[config.mk]
export PLATFORM = sky130hd
export DESIGN_NAME = rcm_divider
export DESIGN_NICKNAME = d
export VERILOG_FILES = /design/src/hw/rtl/rcm_pkg.sv /design/src/hw/rtl/rcm_divider.sv
export SDC_FILE = /design/constraint.sdc
export NUM_CORES = 1
export LEC_CHECK = 0
export ABC_AREA = 1
export BUFFER_PORTS_ARGS = -buffer_cell sky130_fd_sc_hd__buf_2
export CORE_ASPECT_RATIO = 1.1
export CORE_MARGIN = 5
export CORE_UTILIZATION = 53
export CTS_BUF_LIST = sky130_fd_sc_hd__clkbuf_16
export DETAILED_ROUTE_END_ITERATION = 7
export PLACE_DENSITY = 0.89
export SYNTH_ARGS = -nofsm -noshare
export SYNTH_HDL_FRONTEND = slang
export SYNTH_SLANG_ARGS = --single-unit
[constraint.sdc]
create_clock -name clk -period 2 [get_ports clk]
set_input_delay 0.1 -clock clk [delete_from_list [all_inputs] [get_ports clk]]
set_output_delay 0.1 -clock clk [all_outputs]
set_load 0.02 [all_outputs]
[src/hw/rtl/rcm_pkg.sv]
package rcm_pkg;

	typedef enum logic [2:0] {
		OP_CLEAR    = 3'd0,
		OP_ADD      = 3'd1,
		OP_REMOVE   = 3'd2,
		OP_COST     = 3'd3,
		OP_SNAPSHOT = 3'd4,
		OP_HISTORY  = 3'd5,
		OP_QUERY    = 3'd6,
		OP_OVERFLOW = 3'd7
	} op_t;

	typedef enum logic [2:0] {
		REG_COLUMNS  = 3'd0,
		REG_ROWS     = 3'd1,
		REG_HCAP     = 3'd2,
		REG_VCAP     = 3'd3,
		REG_CWEIGHT  = 3'd4,
		REG_HWEIGHT  = 3'd5
	} reg_idx_t;

	typedef enum logic [3:0] {
		ST_INIT,
		ST_IDLE,
		ST_READ,
		ST_EXEC,
		ST_DIV,
		ST_COST,
		ST_SWEEP_RD,
		ST_SWEEP_WAIT,
		ST_SWEEP_WR,
		ST_DONE
	} state_t;

	localparam int unsigned COST_W   = 40;
	localparam int unsigned SUM_W    = 21;
	localparam logic [SUM_W-1:0] SUM_MAX = '1;
	localparam int unsigned USE_W    = 8;
	localparam int unsigned HIST_W   = 16;
	localparam int unsigned WT_W     = 16;
	localparam int unsigned NUM_W    = WT_W + USE_W + 1;
	localparam int unsigned CAP_W    = 8;
	localparam int unsigned ZERO_CAP_SCALE = 10;

	// divider handshake between sequencer and shared divider
	typedef struct packed {
		logic start;
		logic busy;
		logic done;
	} div_ctl_t;

endpackage

[src/hw/rtl/rcm_divider.sv]
module rcm_divider (
	input  logic                          clk,
	input  logic                          arst_n,
	input  logic                          start,
	input  logic [rcm_pkg::NUM_W-1:0]     dividend,
	input  logic [rcm_pkg::CAP_W-1:0]     divisor,
	output rcm_pkg::div_ctl_t             ctl,
	output logic [rcm_pkg::NUM_W-1:0]     quotient
);

	localparam int unsigned CNT_W = $clog2(rcm_pkg::NUM_W + 1);

	logic [rcm_pkg::NUM_W-1:0] quo_q;
	logic [rcm_pkg::CAP_W:0]   rem_q;
	logic [rcm_pkg::CAP_W-1:0] dsr_q;
	logic [CNT_W-1:0]          cnt_q;
	logic                      busy_q;
	logic                      done_q;
	logic [rcm_pkg::CAP_W:0]   trial;
	logic                      fits;

	// one restoring step per cycle
	always_comb begin
		trial = {rem_q[rcm_pkg::CAP_W-1:0], quo_q[rcm_pkg::NUM_W-1]};
		fits  = trial >= {1'b0, dsr_q};
	end

	always_ff @(posedge clk or negedge arst_n) begin
		if (!arst_n) begin
			busy_q <= 1'b0;
			done_q <= 1'b0;
			cnt_q  <= '0;
		end else begin
			done_q <= 1'b0;
			if (start) begin
				busy_q <= 1'b1;
				cnt_q  <= CNT_W'(rcm_pkg::NUM_W);
			end else if (busy_q) begin
				cnt_q <= cnt_q - 1'b1;
				if (cnt_q == CNT_W'(1)) begin
					busy_q <= 1'b0;
					done_q <= 1'b1;
				end
			end
		end
	end

	always_ff @(posedge clk) begin
		if (start) begin
			quo_q <= dividend;
			rem_q <= '0;
			dsr_q <= divisor;
		end else if (busy_q) begin
			rem_q <= fits ? trial - {1'b0, dsr_q} : trial;
			quo_q <= {quo_q[rcm_pkg::NUM_W-2:0], fits};
		end
	end

	assign ctl.start = start;
	assign ctl.busy  = busy_q;
	assign ctl.done  = done_q;
	assign quotient  = quo_q;

endmodule

# Word-level counts from Yosys, hierarchy flattened
# Cells that the tools add are included.
# word_totals
latch_bits	0
ram_bits	0
romBits	0
output_inout_bits	28
inputBits	36
elab_cells	22
reg_bits	48
memories	0
# op_classes
n_shift	0
n_addsub	2
mux	11
magnitude_cmp	1
bitwise	0
eq_ne	1
n_mul	0
n_reduce_logical	1
n_div	0
# ops
operator	n
25-bit 2-to-1 mux	2
5-bit 2-to-1 mux	2
9-bit by 8-bit greater-or-equal comparator with 1-bit output	1
8-bit 2-to-1 mux	1
8-bit subtractor	1
1-bit 2-to-1 mux	6
5-bit by 1-bit equality test with 1-bit output, second input constant	1
5-bit by 1-bit subtractor with 5-bit output, second input constant	1
2-bit nonzero test	1

# Logic depth before layout (Yosys ltp)
# Gate-level depths: netlist of run 1.
# depth
ltp_word	4
depth_mapped	12
mapped_depth_nobuf	12

# Least setup slack after synthesis of run 1
# OpenSTA, ideal clock, no wires.
# synth_path
path_type	register -> register
from	register quo_q (netlist bit quotient[24])
to	register rem_q[6] (netlist bit)
t_arrival_ns	1.627
n_path_buf	0
period_less_slack_ns	1.741
slack_ns	0.259
setup_ns	0.113
t_required_ns	1.887
stages_incl_launch_ff	12
path_cell_list	edfxtp_1 > inv_1 > ha_1 > fa_1 > nor2_1 > nand2_1 > nand3_1 > nand2_1 > nand2_1 > nand2_1 > nand3_1 > nand2_1
# synth_via
elab_chain_len	2
word_cells_on_any_way	3
classes_between	add/sub (1); order compare (1); mux (1)
# synth_lines
item	line_no	text
start, declared	rcm_divider.sv:13	logic [rcm_pkg::NUM_W-1:0] quo_q;
start signal, assigned	rcm_divider.sv:50	quo_q <= dividend;
start signal, assigned	rcm_divider.sv:55	quo_q <= {quo_q[rcm_pkg::NUM_W-2:0], fits};
8-bit subtractor / 9-bit by 8-bit greater-or-equal comparator with 1-bit output (equally long branches)	rcm_divider.sv:54, rcm_divider.sv:25	
8-bit 2-to-1 mux *	rcm_divider.sv:54	rem_q <= fits ? trial - {1'b0, dsr_q} : trial;
end signal, assigned	rcm_divider.sv:54	
end, declared	rcm_divider.sv:14	logic [rcm_pkg::CAP_W:0] rem_q;
# Mark *: on every way between the ends. The rest lies on a longest branch, timed or not.
# A chain may end at the register's enable or synchronous reset.

# Worst setup path after layout of run 1
# Same ends and word-level chain as after synthesis.

==> results.md, run 1 <==
| Parameter | Reported |
| --- | --- |
| Status | complete, no violations |
| Final total negative setup slack | 0 ns |
| Clock Skew | 0.00507 ns |
| Number of synthesis warnings | 0 |
| Initial Utilization | 0.540 |
| Number of antenna violations at the first check in global routing | 0 |
| Pin count of the biggest net entering global routing | 25 |
| Maximum capacitance violations | 0 |
| Global-route wire length before repair | 9340 microns |
| Cell Count Post-Placement | 399 |
| Synthesized Nets | 330 |
| Site Rows | 26 |
| Number of max-slew violations in the final report | 0 |
| Synthesized instance count | 283 |
| Per-instance average area after synthesis | 8.75 sq um |
| Critical path arrival | 1.92 ns |
| Count of nets left with antenna violations after detail routing | 0 |
| Avg Vias per Cell | 5.17 |
| Total power after layout | 0.00345 W |
| Storage cell area | 1330 sq um |
| IO buf count | 63 |
| Drt wl/cell | 13.3 microns |
| Min setup slack post-route | 0.261 ns |
| Total via count after detailed routing | 2152 |
| Initial detailed-routing violation count | 156 |
| LEAKAGE | 1.63 nW |
| Cell chosen for the clock root | sky130_fd_sc_hd__clkbuf_16 |
| Worst Path Class, Setup | reg2reg |
| Height of the chip | 81.7 microns |
| Mapped cell area | 2470 sq um |
| Leading area contributor after synthesis | sky130_fd_sc_hd__edfxtp_1 |
| Period Utilization, post-route | 0.869 |
| Vias in the first global route | 2162 |
| Number of top-level pins | 64 |
| Overflow after GRT | 0 |
| Startpoint type of the worst setup path | register |
| Clock-pin slew of the registers on the worst-case setup and hold paths | 0.07 ns |
| Post-synth cell types | 29 |
| Buffers inserted during post-CTS setup optimization | 0 |
| Final hold slack | 0.0832 ns |
| Endpoints failing setup | 0 |
| Area of the multi-input gates | 991 sq um |
| Post-layout nets | 406 |
| Cell area power density | 1120 nW/um^2 |
| DRC violation count after routing | 0 |
| Final Hold Vio Count | 0 |
| Fraction of final layout cells sized beyond drive strength 1 | 0.250 |
| Antenna Diode Count | 0 |
| Layout Cells excl Fill | 416 |
| Cell types occupying the most area after synthesis | sky130_fd_sc_hd__edfxtp_1 40%, sky130_fd_sc_hd__nand2_1 19%, sky130_fd_sc_hd__dfrtp_1 7.1%, sky130_fd_sc_hd__dfxtp_1 6.5%, sky130_fd_sc_hd__ha_1 5.1% |
| Worst IR drop on VDD | 0.000608 V |
| Core area | 4590 sq um |
| Wire length reported by the detailed router | 5540 microns |
| Seq cells post-synth | 48 |
| Overall track demand over capacity in global routing | 0.198 |
| Clock tree from TritonCTS | done |
| Number of CTS-inserted buffers | 5 |
| Worst skew pair latency | 0.29 ns |
| Die span in x | 75.2 microns |
| Count of instances resized after the clock tree is built | 0 |
| Maximum fanout along the worst path | 2 |
| Critical Path End Type | register |
| Fill cells | 357 |
| Maximum root-to-sink buffer count | 2 |
| Relative slew slack | 0.717 |
| Min Tclk post-route | 1.74 ns |
| Fraction of synthesized cell area taken by the top area cell type | 0.400 |
| Length of the first detailed-routing pass in iterations | 5 |
| H-tree level count | 2 |
| Sum of net half-perimeters after detailed placement | 3990 microns |
| RSZ-0062 raised after global routing | false |
| Setup Slack @ Placement | 0.310 ns |
| Hold Crit Class | in2reg |
| Critical path data required time | 2.18 ns |
| Die Area | 6140 sq um |
| Sequential-to-total area share from yosys stat | 0.536 |
| Fmax achieved | 575 MHz |
| Worst-margin pin slew | 0.424 ns |
| Clock sink count | 48 |
| Synthesis-to-finish area growth | 24.7% |
| Last weighted congestion value of the routability-driven placer | 0.909 |
## layout by cell type, fill, tap and decap left out
master / count
sky130_fd_sc_hd__nand2_1: 125
sky130_fd_sc_hd__buf_2: 63
sky130_fd_sc_hd__edfxtp_1: 33
sky130_fd_sc_hd__inv_1: 28
sky130_fd_sc_hd__nand3_1: 13
sky130_fd_sc_hd__nor2_1: 11
sky130_fd_sc_hd__ha_1: 10
sky130_fd_sc_hd__dlygate4sd3_1: 9
sky130_fd_sc_hd__dfxtp_1: 8
sky130_fd_sc_hd__dfrtp_1: 7
sky130_fd_sc_hd__a21oi_1: 6
sky130_fd_sc_hd__nand3b_1: 6
sky130_fd_sc_hd__clkbuf_16: 5
sky130_fd_sc_hd__buf_4: 5
sky130_fd_sc_hd__o21ai_0: 4
sky130_fd_sc_hd__nor2_2: 3
sky130_fd_sc_hd__nand2_2: 3
sky130_fd_sc_hd__nand4_1: 3
sky130_fd_sc_hd__nor3_2: 2
sky130_fd_sc_hd__nand2_4: 2
sky130_fd_sc_hd__xor2_1: 2
sky130_fd_sc_hd__clkinv_2: 2
sky130_fd_sc_hd__clkinv_1: 1
sky130_fd_sc_hd__nand3_2: 1
sky130_fd_sc_hd__inv_2: 1
sky130_fd_sc_hd__nor2_4: 1
sky130_fd_sc_hd__a21oi_4: 1
sky130_fd_sc_hd__a31oi_1: 1
sky130_fd_sc_hd__xnor2_1: 1
sky130_fd_sc_hd__o22ai_1: 1
sky130_fd_sc_hd__fa_1: 1
sky130_fd_sc_hd__clkinv_4: 1
## per-stage QoR
step                 util  area [sq um]
CTS                 0.673          3090
detailed placement  0.622          2850
global route        0.673          3090
global placement    0.622          2850
finish              0.673          3090
floorplan               -          2470
## kinds of logic after synthesis
| group | Yosys count | synth area share |
|---|---|---|
| buf+inv | 38 | 0.0637 |
| flops | 48 | 0.536 |
| simple gates | 170 | 0.299 |
| fa+ha+maj | 11 | 0.0586 |
| compound gates | 13 | 0.0319 |
| xor+xnor | 3 | 0.0106 |
## registers in the layout (all words and copies together), names as in the netlist
register / flops
cnt_q: 5
busy_q: 1
rem_q: 8
done_q: 1
dsr_q: 8
quotient: 25
## path summary, 6_finish.rpt
check	endpoint	cells after the start	start	slack (ns)
hold reg to reg	rem_q[3]	2	rem_q[3]	0.47
min in group asynchronous	cnt_q[1]	2	arst_n	0.17
setup reg to reg	rem_q[6]	11	quotient[24]	0.26
max in group asynchronous	cnt_q[0]	2	arst_n	1.68
hold / removal	quotient[18]	3	dividend[18]	0.08
setup / recovery	rem_q[6]	11	quotient[24]	0.26
## routing by layer
layer  track usage  wire length (microns)  vias up
li1              -                      -     1053
met1         0.239                   2270      992
met2         0.342                   2730       99
met3        0.0588                    481        8
met4        0.0524                     61        0
met5             0                      0        -
## synthesized netlist by cell type
| master | instances |
|---|---|
| sky130_fd_sc_hd__nand2_1 | 125 |
| sky130_fd_sc_hd__a21oi_1 | 6 |
| sky130_fd_sc_hd__o21ai_0 | 4 |
| sky130_fd_sc_hd__a31oi_1 | 1 |
| sky130_fd_sc_hd__dfrtp_1 | 7 |
| sky130_fd_sc_hd__nand2_2 | 3 |
| sky130_fd_sc_hd__ha_1 | 10 |
| sky130_fd_sc_hd__nor3_2 | 2 |
| sky130_fd_sc_hd__inv_2 | 1 |
| sky130_fd_sc_hd__buf_2 | 3 |
| sky130_fd_sc_hd__nor2_1 | 11 |
| sky130_fd_sc_hd__edfxtp_1 | 33 |
| sky130_fd_sc_hd__inv_1 | 28 |
| sky130_fd_sc_hd__xor2_1 | 2 |
| sky130_fd_sc_hd__clkbuf_1 | 2 |
| sky130_fd_sc_hd__nand4_1 | 3 |
| sky130_fd_sc_hd__fa_1 | 1 |
| sky130_fd_sc_hd__nor2_2 | 3 |
| sky130_fd_sc_hd__nor2_4 | 1 |
| sky130_fd_sc_hd__nand2_4 | 2 |
| sky130_fd_sc_hd__xnor2_1 | 1 |
| sky130_fd_sc_hd__o22ai_1 | 1 |
| sky130_fd_sc_hd__nand3_1 | 13 |
| sky130_fd_sc_hd__dfxtp_1 | 8 |
| sky130_fd_sc_hd__nand3_2 | 1 |
| sky130_fd_sc_hd__clkinv_1 | 1 |
| sky130_fd_sc_hd__buf_4 | 3 |
| sky130_fd_sc_hd__a21oi_4 | 1 |
| sky130_fd_sc_hd__nand3b_1 | 6 |
## timing repair
item / 4_1_cts / 5_1_grt
setup endpoints to repair: 0 / 0
hold endpoints to repair: 15 / 0
hold buffers: 9 / 0
## cell type report
class,instances,share of cell area
timing repair buffer,77,0.143
sequential,48,0.430
tap,56,0.0227
clock inverter,3,0.00608
multi-input combinational,197,0.321
clock buffer,5,0.0405
inverter,30,0.0365
## worst max-delay path, stage by stage (launching register included)
cell	delay (ns)
sky130_fd_sc_hd__edfxtp_1	0.34
sky130_fd_sc_hd__inv_1	0.05
sky130_fd_sc_hd__ha_1	0.22
sky130_fd_sc_hd__fa_1	0.40
sky130_fd_sc_hd__nor2_1	0.16
sky130_fd_sc_hd__nand2_1	0.09
sky130_fd_sc_hd__nand3_1	0.08
sky130_fd_sc_hd__nand2_1	0.06
sky130_fd_sc_hd__nand2_1	0.05
sky130_fd_sc_hd__nand2_1	0.05
sky130_fd_sc_hd__nand3_1	0.07
sky130_fd_sc_hd__nand2_1	0.05
## where the power goes
| part | leakage [nW] | switching [W] | internal, W |
|---|---|---|---|
| logic | 1.06 | 0.000795 | 0.000493 |
| clock network | 0.0736 | 0.000356 | 0.000461 |
| registers | 0.498 | 0.000110 | 0.00123 |
| total | 1.63 | 0.00126 | 0.00219 |
Note: power is estimated with default switching activity, not from simulation.
==> run 2: changes to the inputs <==
--- a/config.mk
+++ b/config.mk
@@ -13,6 +13,7 @@
 export CTS_BUF_LIST = sky130_fd_sc_hd__clkbuf_16
 export DETAILED_ROUTE_END_ITERATION = 7
 export PLACE_DENSITY = 0.89
+export REMOVE_ABC_BUFFERS = 1
 export SYNTH_ARGS = -nofsm -noshare
 export SYNTH_HDL_FRONTEND = slang
 export SYNTH_SLANG_ARGS = --single-unit
==> results.md, run 2 (same netlist as run 1, synthesis figures left out) <==
| Parameter | Reported |
| --- | --- |
| Initial detailed-routing violation count | 145 |
| Critical Path End Type | register |
| Relative slew slack | 0.733 |
| Most common library cell in the layout ignoring fill and taps | sky130_fd_sc_hd__nand2_1 |
| Count of nets left with antenna violations after detail routing | 0 |
| Length of the first detailed-routing pass in iterations | 5 |
| Avg Vias per Cell | 5.37 |
| Setup Slack @ Placement | 0.301 ns |
| Drt wl/cell | 14.5 microns |
| Min Tclk post-route | 1.75 ns |
| Cell area power density | 1160 nW/um^2 |
| Number of antenna violations at the first check in global routing | 0 |
| Final total negative setup slack | 0 ns |
| Worst IR drop on VDD | 0.000815 V |
| Hold Crit Class | in2reg |
| Cell chosen for the clock root | sky130_fd_sc_hd__clkbuf_16 |
| Antenna Diode Count | 0 |
| Overflow after GRT | 0 |
| Maximum fanout along the worst path | 10 |
| Critical path arrival | 1.93 ns |
| Final Hold Vio Count | 0 |
| Global-route wire length before repair | 10300 microns |
| Initial Utilization | 0.540 |
| DRC violation count after routing | 0 |
| Last weighted congestion value of the routability-driven placer | 0.911 |
| Height of the chip | 81.7 microns |
| IO buf count | 63 |
| Number of top-level pins | 64 |
| Endpoints failing setup | 0 |
| Sum of net half-perimeters after detailed placement | 4170 microns |
| Clock tree from TritonCTS | done |
| Maximum root-to-sink buffer count | 2 |
| Critical path data required time | 2.18 ns |
| Commonest non-fill, non-tap cells in the layout | 125 x sky130_fd_sc_hd__nand2_1, 63 x sky130_fd_sc_hd__buf_2, 33 x sky130_fd_sc_hd__edfxtp_1, 28 x sky130_fd_sc_hd__inv_1, 13 x sky130_fd_sc_hd__nand3_1 |
| Maximum capacitance violations | 0 |
| Vias in the first global route | 2300 |
| Die Area | 6140 sq um |
| Buffers inserted during post-CTS setup optimization | 0 |
| Worst Path Class, Setup | reg2reg |
| Overall track demand over capacity in global routing | 0.222 |
| Status | complete, no violations |
| Post-layout nets | 405 |
| Number of CTS-inserted buffers | 5 |
| Number of max-slew violations in the final report | 0 |
| Pin count of the biggest net entering global routing | 29 |
| Die span in x | 75.2 microns |
| Site Rows | 26 |
| Fmax achieved | 571 MHz |
| Min setup slack post-route | 0.248 ns |
| Fraction of final layout cells sized beyond drive strength 1 | 0.242 |
| Wire length reported by the detailed router | 6030 microns |
| RSZ-0062 raised after global routing | false |
| Clock Skew | 0.00412 ns |
| Startpoint type of the worst setup path | register |
| Total via count after detailed routing | 2228 |
| LEAKAGE | 1.63 nW |
| Worst-margin pin slew | 0.400 ns |
| Clock sink count | 48 |
| Max reg flops | 25 |
| Worst skew pair latency | 0.29 ns |
| Clock-pin slew of the registers on the worst-case setup and hold paths | 0.07 ns |
| Synthesis-to-finish area growth | 25.2% |
| Core area | 4590 sq um |
| Period Utilization, post-route | 0.876 |
| H-tree level count | 2 |
## run 2: changes by cell type in the layout (fill, tap and decap cells not counted)
| cell | previous run | this run |
|---|---|---|
| sky130_fd_sc_hd__buf_4 | 5 | 4 |
| sky130_fd_sc_hd__clkinv_2 | 2 | 0 |
| sky130_fd_sc_hd__clkinv_4 | 1 | 0 |
| sky130_fd_sc_hd__bufinv_16 | 0 | 1 |
| sky130_fd_sc_hd__clkinv_1 | 1 | 3 |
## run 2: final cells by class
class	count	area (sq um)
Fill cell	325	1490
Sequential cell	48	1330
Multi-Input combinational cell	197	991
Timing Repair Buffer	76	435
Clock buffer	5	125
Inverter	30	113
Tap cell	56	70.1
Clock inverter	3	37.5
## run 2: layer usage
| metal | GRT usage | vias up | wire [microns] |
|---|---|---|---|
| li1 | - | 1051 | - |
| met1 | 0.275 | 1048 | 2370 |
| met2 | 0.376 | 117 | 3080 |
| met3 | 0.0636 | 12 | 489 |
| met4 | 0.0612 | 0 | 93 |
| met5 | 0 | - | 0 |
## run 2: through the flow
stage           util  area, sq um  hold slack [ns]  instances  total power [W]
6_report       0.675         3100           0.0786        415          0.00360
2_1_floorplan      -         2430           -0.196        275          0.00229
3_3_place_gp   0.620         2850          -0.0604        398          0.00256
4_1_cts        0.673         3090          0.00416        414          0.00358
5_1_grt        0.675         3100           0.0869        415          0.00383
3_5_place_dp   0.620         2850          -0.0598        398          0.00261
## run 2: path summary, 6_finish.rpt
check | start | to | slack [ns] | depth (start not counted)
max | dsr_q[4] | rem_q[2] | 0.25 | 11
min | dividend[12] | quotient[12] | 0.08 | 3
max reg2reg | dsr_q[4] | rem_q[2] | 0.25 | 11
min reg2reg | rem_q[6] | rem_q[6] | 0.48 | 2
max in group asynchronous | arst_n | cnt_q[0] | 1.63 | 2
min in group asynchronous | arst_n | cnt_q[3] | 0.21 | 2
## run 2: power by group
| group | internal (W) | leakage [nW] | switching (W) |
|---|---|---|---|
| clock | 0.000581 | 0.0789 | 0.000353 |
| combinational | 0.000494 | 1.05 | 0.000814 |
| sequential | 0.00123 | 0.498 | 0.000122 |
| total | 0.00231 | 1.63 | 0.00129 |
## run 2: worst max-delay path: stages (launching register included)
cell and delay [ns]:
sky130_fd_sc_hd__edfxtp_1 0.32, sky130_fd_sc_hd__inv_1 0.05, sky130_fd_sc_hd__ha_1 0.38, sky130_fd_sc_hd__nand2_1 0.13, sky130_fd_sc_hd__nor2_1 0.12, sky130_fd_sc_hd__nand2_1 0.08
sky130_fd_sc_hd__nand3_2 0.09, sky130_fd_sc_hd__nand2_4 0.11, sky130_fd_sc_hd__nand2_4 0.14, sky130_fd_sc_hd__nand2_1 0.06, sky130_fd_sc_hd__nand3_1 0.09, sky130_fd_sc_hd__nand2_1 0.06
## run 2: what timing repair did
| action | CTS | global route |
|---|---|---|
| resized for setup | 0 | 0 |
| endpoints found under the hold margin | 14 | 1 |
| hold buffers | 8 | 1 |
==> run 3: changes to the inputs <==
--- a/config.mk
+++ b/config.mk
@@ -8,10 +8,10 @@
 export ABC_AREA = 1
 export BUFFER_PORTS_ARGS = -buffer_cell sky130_fd_sc_hd__buf_2
 export CORE_ASPECT_RATIO = 1.1
-export CORE_MARGIN = 5
 export CORE_UTILIZATION = 53
 export CTS_BUF_LIST = sky130_fd_sc_hd__clkbuf_16
 export DETAILED_ROUTE_END_ITERATION = 7
+export GPL_TIMING_DRIVEN = 0
 export PLACE_DENSITY = 0.89
 export REMOVE_ABC_BUFFERS = 1
 export SYNTH_ARGS = -nofsm -noshare
==> results.md, run 3 (same netlist as run 1, synthesis figures left out) <==
| Parameter | Reported |
| --- | --- |
| Maximum fanout along the worst path | 2 |
| Worst Path Class, Setup | reg2reg |
| LEAKAGE | 1.61 nW |
| Cell Count Post-Placement | 392 |
| Cell at the slowest stage of the critical path | sky130_fd_sc_hd__fa_1 |
| Cell area power density | 1160 nW/um^2 |
| Initial detailed-routing violation count | 118 |
| Post-layout nets | 401 |
| Drt wl/cell | 12.8 microns |
| Depth of the worst register-to-register path | 11 |
| Hold path depth | 3 |
| Clock sink count | 48 |
| Min Tclk post-route | 1.81 ns |
| Min setup slack post-route | 0.188 ns |
| Endpoints failing setup | 0 |
| Initial Utilization | 0.565 |
| M1 wire length | 2180 microns |
| Register-to-register setup slack | 0.19 ns |
| Worst-margin pin slew | 0.946 ns |
| Total length of routed met2 wires | 2630 microns |
| RSZ-0062 raised after global routing | true |
| Vias in the first global route | 1957 |
| Maximum root-to-sink buffer count | 2 |
| Site Rows | 25 |
| Count of nets left with antenna violations after detail routing | 0 |
| Number of CTS-inserted buffers | 5 |
| Critical path data required time | 2.18 ns |
| Clock tree from TritonCTS | done |
| Height of the chip | 73.7 microns |
| Startpoint type of the worst setup path | register |
| Hold Crit Class | in2reg |
| Number of antenna violations at the first check in global routing | 0 |
| IO buf count | 63 |
| Overflow after GRT | 0 |
| Max layer used | met4 |
| Cell chosen for the clock root | sky130_fd_sc_hd__clkbuf_16 |
| Worst IR drop on VDD | 0.000701 V |
| Synthesis-to-finish area growth | 24.2% |
| Endpoint, Worst Hold | quotient[23] |
| Layout Cells excl Fill | 409 |
| Worst skew pair latency | 0.29 ns |
| Final Hold Vio Count | 0 |
| Max reg flops | 25 |
| Fmax achieved | 552 MHz |
| Pin count of the biggest net entering global routing | 40 |
| Fill cells | 332 |
| Total via count after detailed routing | 2118 |
| Delay of the slowest cell on the worst path | 0.42 ns |
| Cell family contributing the most delay on the critical path | simple AND/OR/NAND/NOR gates |
| Length of the first detailed-routing pass in iterations | 4 |
| Setup Slack @ Placement | -0.202 ns |
| Most common library cell in the layout ignoring fill and taps | sky130_fd_sc_hd__nand2_1 |
| Critical path's most frequent cell | sky130_fd_sc_hd__nand2_1 |
| Critical path arrival | 1.99 ns |
| Antenna Diode Count | 0 |
| Worst reg2reg startpoint | quotient[24] |
| Clock-pin slew of the registers on the worst-case setup and hold paths | 0.07 ns |
| Area of the multi-input gates | 991 sq um |
| H-tree level count | 2 |
| Die Area | 4950 sq um |
| Wire length reported by the detailed router | 5230 microns |
| Commonest non-fill, non-tap cells in the layout | 125 x sky130_fd_sc_hd__nand2_1, 63 x sky130_fd_sc_hd__buf_2, 33 x sky130_fd_sc_hd__edfxtp_1, 28 x sky130_fd_sc_hd__inv_1, 13 x sky130_fd_sc_hd__nand3_1 |
| Clock Skew | 0.00455 ns |
| Worst hold path startpoint | dividend[23] |
| Global-route wire length before repair | 8490 microns |
| Number of top-level pins | 64 |
| Avg Vias per Cell | 5.18 |
| Worst flop-to-flop path endpoint | rem_q[6] |
| Routed wire length on met3 | 367 microns |
| Overall track demand over capacity in global routing | 0.234 |
| Die span in x | 67.2 microns |
| Critical Path End Type | register |
| Number of max-slew violations in the final report | 0 |
| Maximum capacitance violations | 0 |
| Last weighted congestion value of the routability-driven placer | 0.856 |
| DRC violation count after routing | 0 |
| Total power after layout | 0.00356 W |
| Core area | 4380 sq um |
| Fraction of final layout cells sized beyond drive strength 1 | 0.239 |
| Relative slew slack | 0.368 |
| Sum of net half-perimeters after detailed placement | 3600 microns |
| Period Utilization, post-route | 0.906 |
| Status | complete, no violations |
| Critical path, cell by cell | inv_1, ha_1, fa_1, nor2_1, nand2_1, nand3_1, nand2_1, nand2_1, nand2_1, nand3_1, nand2_1 |
| Crit path buffers/inverters | 1 |
| Storage cell area | 1330 sq um |
==> run 3: cell count changes in the layout (fill, tap and decap cells not counted) <==
cell / change
sky130_fd_sc_hd__clkinv_4: +1
sky130_fd_sc_hd__buf_4: -4
sky130_fd_sc_hd__clkinv_1: -2
sky130_fd_sc_hd__clkinvlp_4: +1
==> run 3: layer usage <==
metal	vias up	GRT usage
met5	-	0
met4	0	0.0875
met3	7	0.0637
met2	84	0.380
met1	983	0.295
li1	1044	-
==> run 3: layout make-up <==
class / instances / share of cell area
flip-flops and latches: 48 / 0.431
multi-input cells: 197 / 0.322
repair buffers: 72 / 0.132
clock buffers: 5 / 0.0407
inverters: 30 / 0.0379
well taps: 54 / 0.0220
clock inverters: 3 / 0.0138
==> run 3: timing repair <==
action                                  4_1_cts  5_1_grt
resized for setup                             0        1
hold endpoints to repair                     15        0
endpoints found under the setup margin        0       25
setup buffers                                 0        0
hold buffers                                  9        0
==> run 3: report_power, final <==
part           switching (W)  internal [W]  total [W]
clock               0.000357      0.000588   0.000945
combinational       0.000783      0.000490    0.00127
sequential          0.000110       0.00123    0.00134
total                0.00125       0.00231    0.00356
==> run 3: worst max path at each step <==
stage | from | to | slack, ns | cells past startpoint
floorplan | quotient[24] | rem_q[6] | 0.26 | 11
global placement | start | quotient[0] | -0.16 | 4
detailed placement | start | quotient[0] | -0.20 | 4
CTS | start | quotient[0] | 0.06 | 4
global route | busy_q | cnt_q[1] | -0.03 | 3
finish | quotient[24] | rem_q[6] | 0.19 | 11
==> run 3: through the flow <==
step                      TNS [ns]  hold WS [ns]  area, sq um  utilization
after floorplan                  0        -0.196         2430            -
after global placement       -2.81       -0.0605         2810        0.642
after detailed placement     -5.38       -0.0563         2810        0.642
after CTS                        0        0.0775         3070        0.701
after global routing       -0.0301        0.0783         3070        0.702
final                            0        0.0788         3070        0.702
==> run 3: worst min-delay path: stages <==
cell                      delay [ns]
sky130_fd_sc_hd__buf_2          0.07
sky130_fd_sc_hd__nand2_1        0.04
sky130_fd_sc_hd__nand2_1        0.05
